## src/bwt_pkg.sv

```systemverilog
// Shared types and constants of the Burrows-Wheeler transform block.
`default_nettype none
package bwt_pkg;

  // Default text capacity in bytes.
  localparam int MAX_LEN_DEF = 1024;

  // Stream widths: slave tdata holds data_byte and read_index, master tdata
  // holds status and out_byte, both padded to whole bytes.
  localparam int S_TDATA_W = 24;
  localparam int M_TDATA_W = 16;
  localparam int IDX_W     = 10;

  // Operation codes carried on s_tuser.
  localparam logic OP_APPEND = 1'b0;
  localparam logic OP_READ   = 1'b1;

  // Result status codes.
  localparam logic [1:0] ST_OK  = 2'd0;
  localparam logic [1:0] ST_OVF = 2'd1;
  localparam logic [1:0] ST_ERR = 2'd2;

  // Sequencer states; the datapath executes the step named by the state.
  typedef enum logic [4:0] {
    S_IDLE,
    S_DECODE,
    S_APPEND,
    S_CLR,
    S_H_RD, S_H_CNT, S_H_WR,
    S_P_RD, S_P_WR,
    S_S_RD, S_S_CNT, S_S_WR,
    S_K_RD, S_K_T, S_K_WR,
    S_D_RD, S_D_C, S_D_B, S_D_WR,
    S_Y_RD, S_Y_WR,
    S_R_RD, S_R_C1, S_R_C2, S_R_WR,
    S_Z_RD, S_Z_WR,
    S_DONE_T,
    S_READ_A, S_READ_B, S_READ_C,
    S_FINISH
  } state_t;

  // Commands from the controller to the datapath.
  typedef struct packed {
    state_t step;
    logic   in_ready;
    logic   out_load;
  } cmd_t;

  // Status from the datapath to the controller.
  typedef struct packed {
    logic accept;
    logic op;
    logic last;
    logic rd_err;
    logic i_last;
    logic v_last;
    logic more_k;
    logic more_z;
    logic out_busy;
  } stat_t;

endpackage
`default_nettype wire

```

## src/bwt_ctrl.sv

```systemverilog
// Sequencer for loading, sorting rotations and reading the transform.
`default_nettype none
module bwt_ctrl (
  input  wire logic           clk,
  input  wire logic           rst,
  input  wire bwt_pkg::stat_t st,
  output bwt_pkg::cmd_t       cmd
);

  bwt_pkg::state_t state, state_next;

  // State register.
  always_ff @(posedge clk) begin
    if (rst) begin
      state <= bwt_pkg::S_IDLE;
    end else begin
      state <= state_next;
    end
  end

  // Next state.
  always_comb begin
    state_next = state;
    case (state)
      // An accepted beat leaves the idle state.
      bwt_pkg::S_IDLE:   state_next = st.accept ? bwt_pkg::S_DECODE : bwt_pkg::S_IDLE;
      bwt_pkg::S_DECODE: begin
        state_next = (st.op == bwt_pkg::OP_APPEND) ? bwt_pkg::S_APPEND : bwt_pkg::S_READ_A;
      end
      bwt_pkg::S_APPEND: state_next = st.last ? bwt_pkg::S_CLR : bwt_pkg::S_FINISH;
      bwt_pkg::S_CLR:    state_next = st.v_last ? bwt_pkg::S_H_RD : bwt_pkg::S_CLR;
      bwt_pkg::S_H_RD:   state_next = bwt_pkg::S_H_CNT;
      bwt_pkg::S_H_CNT:  state_next = bwt_pkg::S_H_WR;
      bwt_pkg::S_H_WR:   state_next = st.i_last ? bwt_pkg::S_P_RD : bwt_pkg::S_H_RD;
      bwt_pkg::S_P_RD:   state_next = bwt_pkg::S_P_WR;
      bwt_pkg::S_P_WR:   state_next = st.v_last ? bwt_pkg::S_S_RD : bwt_pkg::S_P_RD;
      bwt_pkg::S_S_RD:   state_next = bwt_pkg::S_S_CNT;
      bwt_pkg::S_S_CNT:  state_next = bwt_pkg::S_S_WR;
      bwt_pkg::S_S_WR:   state_next = st.i_last ? bwt_pkg::S_K_RD : bwt_pkg::S_S_RD;
      bwt_pkg::S_K_RD:   state_next = bwt_pkg::S_K_T;
      bwt_pkg::S_K_T:    state_next = bwt_pkg::S_K_WR;
      bwt_pkg::S_K_WR: begin
        if (!st.i_last) begin
          state_next = bwt_pkg::S_K_RD;
        end else begin
          state_next = st.more_k ? bwt_pkg::S_D_RD : bwt_pkg::S_DONE_T;
        end
      end
      bwt_pkg::S_D_RD:   state_next = bwt_pkg::S_D_C;
      bwt_pkg::S_D_C:    state_next = bwt_pkg::S_D_B;
      bwt_pkg::S_D_B:    state_next = bwt_pkg::S_D_WR;
      bwt_pkg::S_D_WR:   state_next = st.i_last ? bwt_pkg::S_Y_RD : bwt_pkg::S_D_RD;
      bwt_pkg::S_Y_RD:   state_next = bwt_pkg::S_Y_WR;
      bwt_pkg::S_Y_WR:   state_next = st.i_last ? bwt_pkg::S_R_RD : bwt_pkg::S_Y_RD;
      bwt_pkg::S_R_RD:   state_next = bwt_pkg::S_R_C1;
      bwt_pkg::S_R_C1:   state_next = bwt_pkg::S_R_C2;
      bwt_pkg::S_R_C2:   state_next = bwt_pkg::S_R_WR;
      bwt_pkg::S_R_WR:   state_next = st.i_last ? bwt_pkg::S_Z_RD : bwt_pkg::S_R_RD;
      bwt_pkg::S_Z_RD:   state_next = bwt_pkg::S_Z_WR;
      bwt_pkg::S_Z_WR: begin
        if (!st.i_last) begin
          state_next = bwt_pkg::S_Z_RD;
        end else begin
          state_next = st.more_z ? bwt_pkg::S_D_RD : bwt_pkg::S_DONE_T;
        end
      end
      bwt_pkg::S_DONE_T: state_next = bwt_pkg::S_FINISH;
      bwt_pkg::S_READ_A: state_next = st.rd_err ? bwt_pkg::S_FINISH : bwt_pkg::S_READ_B;
      bwt_pkg::S_READ_B: state_next = bwt_pkg::S_READ_C;
      bwt_pkg::S_READ_C: state_next = bwt_pkg::S_FINISH;
      bwt_pkg::S_FINISH: state_next = st.out_busy ? bwt_pkg::S_FINISH : bwt_pkg::S_IDLE;
      default:           state_next = bwt_pkg::S_IDLE;
    endcase
  end

  // Command outputs.
  always_comb begin
    cmd.step     = state;
    cmd.in_ready = 1'b0;
    cmd.out_load = 1'b0;
    case (state)
      bwt_pkg::S_IDLE:   cmd.in_ready = 1'b1;
      bwt_pkg::S_FINISH: cmd.out_load = !st.out_busy;
      default:           cmd.out_load = 1'b0;
    endcase
  end

endmodule
`default_nettype wire

```

## config.mk

```make
export PLATFORM = sky130hd
export DESIGN_NAME = bwt_ctrl
export DESIGN_NICKNAME = d
export VERILOG_FILES = /design/src/bwt_pkg.sv /design/src/bwt_ctrl.sv
export SDC_FILE = /design/constraint.sdc
export NUM_CORES = 1
export LEC_CHECK = 0
export BUFFER_PORTS_ARGS = -buffer_cell sky130_fd_sc_hd__buf_4
export CAP_MARGIN = 20
export CORE_UTILIZATION = 30
export DETAILED_ROUTE_END_ITERATION = 12
export PLACE_DENSITY = 0.49
export SYNTH_ARGS = -nofsm -noshare
export SYNTH_HDL_FRONTEND = slang
export SYNTH_SLANG_ARGS = --single-unit
```

## constraint.sdc

```tcl
create_clock -name clk -period 3.8 [get_ports clk]
set_input_delay 0.57 -clock clk [delete_from_list [all_inputs] [get_ports clk]]
set_output_delay 0.57 -clock clk [all_outputs]
set_load 0.01 [all_outputs]
```

==> metrics.cfg <==
[setup_path]
critPathMaxFanout = 24
cp-start-kind = flip-flop
path_cells = nand3_1 > nor3_1 > buf_4
critPathRequiredTime_ns = 3.23
critPathMaxStageDelay_ns = 0.80
crit_arrival_ns = 1.65
worst-path-buf-inv = 1
cp-end-kind = output pin
cpLargestDelayFamily = flip-flops
worst_path_max_delay_cell = dfxtp_1
worstSetupPathType = reg -> out

[die]
initial_utilization_pct = 33.0
dieArea_um2 = 2440
fp.coreArea_um2 = 2040
die_w_um = 49.4
ioPinCount = 18
rows = 16
die_h_um = 49.4

[placed_design]
dp_hpwl_mm = 1.44
numPortBuffers = 17
place_congestion = 0.793

[pwr]
power_frac_clock_pct = 15.4
power.switching_mw = 0.186
pwr-share-seq_pct = 34.1
pwr-share-comb_pct = 50.5
vdd_ir_drop_max_mv = 0.347
sw_frac_of_total_pct = 48.4
internal-power_mw = 0.199
p_per_area_nw_per_um2 = 480
power_mw = 0.385
leakage_nw = 0.254

[global_route]
grt_use_total_pct = 18.1
gr-total-overflow = 0
antenna_found_initial = 0
grt_pass1_vias = 700
grt_pass1_wl_mm = 3.40
grt_max_degree = 27

[synth]
yosysMostFrequentCell = a21oi_1
synth.distinct_cells = 37
synthXorXnorAreaFrac_pct = 0
synth-compound-area-share_pct = 38.2
synthMuxAreaShare_pct = 0
synth_nets = 114
synthTopCellsByArea = dfxtp_1 15%, a21oi_1 10%, nor3_1 6.7%, nand2b_1 4.6%, a211oi_1 4.5%
synthSimpleGateAreaFrac_pct = 35.8
synth_seq_cells = 5
synth.largest_area_cell = dfxtp_1
synth_fa_ha_area_share_pct = 0
ys.flop_type = dfxtp_1
syn_area_um2 = 674
synth_top_cell_area_share_pct = 14.8
synthTopCellsByCount = 14 x a21oi_1, 9 x nor3_1, 8 x nor2_1
synth_edf_count = 0
syn_avg_cell_area_um2 = 6.55
synth_top_family_by_area = compound AO/OA/AOI/OAI gates
yosys_warnings = 0
syn-instance-count = 103
synth-seq-area-share_pct = 14.8
async_reset_ff_share_pct = 0

[drt]
wl_mm = 2.05
viasPerCell = 5.97
dr.pass1.iters = 4
wl_per_cell_um = 14.6
ant_nets = 0
first_iter_violations = 51
num_vias = 836
drc = 0

[clock_tree]
clock_sinks = 5
htreeDepth = 1
cts_hold_buf = 0
cts_tree = yes
cts_made_buffers = 3
clkTransAtPathRegs_ns = 0.04
clkLatencyLatePin_ns = 0.24
cts_setup_buffers = 0
cts_repair_resize_count = 0
ctsLongestPathBuffers = 2
cts-root-buf = clkbuf_4

[timing]
hold_ws_ns = 0.517
timing.fmax_mhz = 450
worst_pin_slew_ns = 0.817
setup_viol_count_final = 0
tns_ns = 0
finalMaxSlewViolations = 0
grt_setup_unrepaired = false
slew-limit-headroom_pct = 45.5
finClkSkew_ns = 0.00391
period_minus_slack_ns = 2.22
final_hold_viol_count = 0
finalCritPeriodShare_pct = 58.4

[finish]
drive_gt1_share_pct = 21.2
largest_reg_flops = 5
fin_nets = 125
area_growth_pct = 18.9
top_regs = state: 5 flops
top_register = state
antenna_cells = 0

[worst_hold_path]
min_path_type = in -> reg

[job]
maxCapViolCount = 0

[outcome]
status = complete, no violations

## final timing paths
path,from,endpoint,slack [ns],cells after the start
setup / recovery,state[2],cmd[0],1.58,3
setup reg to reg,state[2],state[2],1.67,5
hold reg to reg,state[3],state[2],0.89,3
hold / removal,rst,state[0],0.52,2
## placed cells by master, fill, tap and decap left out, types with 3 or more instances in the layout
cell	synthesis	routed
nand2b_1	5	5
nor4_1	3	3
nand2_1	7	7
a21oi_1	14	14
nor2_1	8	8
clkbuf_4	0	3
a211oi_1	4	4
buf_4	2	17
dfxtp_1	5	5
nor3_1	9	9
o21ai_0	3	3
## final cells by class
cell class                      instances  area [um2]
Fill cell                             236        1240
Multi-Input combinational cell         83         499
Timing Repair Buffer                   17         128
Sequential cell                         5         100
Tap cell                               27        33.8
Clock buffer                            4        26.3
Inverter                                4        15.0
## cells by family (layout without fill, tap and decap cells)
| logic type | count (synthesis) | in the layout |
|---|---|---|
| AND/OR/NAND/NOR | 45 | 45 |
| buffers and inverters | 15 | 25 |
| flip-flops | 5 | 5 |
| AO/OA/AOI/OAI | 38 | 38 |
## layer usage
layer / up-vias / part of all wire, % / GRT usage (%)
met5: - / 0 / 0
met4: 0 / 0.39 / 6.67
met3: 2 / 7.2 / 4.36
met2: 35 / 45 / 25.8
met1: 385 / 47 / 25.8
li1: 414 / - / -
## power groups by stage
| stage | Clock, mW | Sequential (mW) | Combinational, mW |
|---|---|---|---|
| 2_1_floorplan | 0 | 0.0820 | 0.183 |
| 3_5_place_dp | 0 | 0.132 | 0.192 |
| 3_3_place_gp | 0 | 0.133 | 0.194 |
| 6_report | 0.0591 | 0.131 | 0.194 |
| 5_1_grt | 0.0681 | 0.139 | 0.217 |
| 4_1_cts | 0.0622 | 0.131 | 0.194 |
## metrics by stage
step,util (%),instance area [um2],cells,setup WS (ns)
2_1_floorplan,-,674,103,2.03
3_3_place_gp,38.0,776,136,1.78
3_5_place_dp,38.0,776,136,1.72
4_1_cts,39.3,802,140,1.59
5_1_grt,39.3,802,140,1.45
6_report,39.3,802,140,1.58
Note: power is estimated with default switching activity, not from simulation.
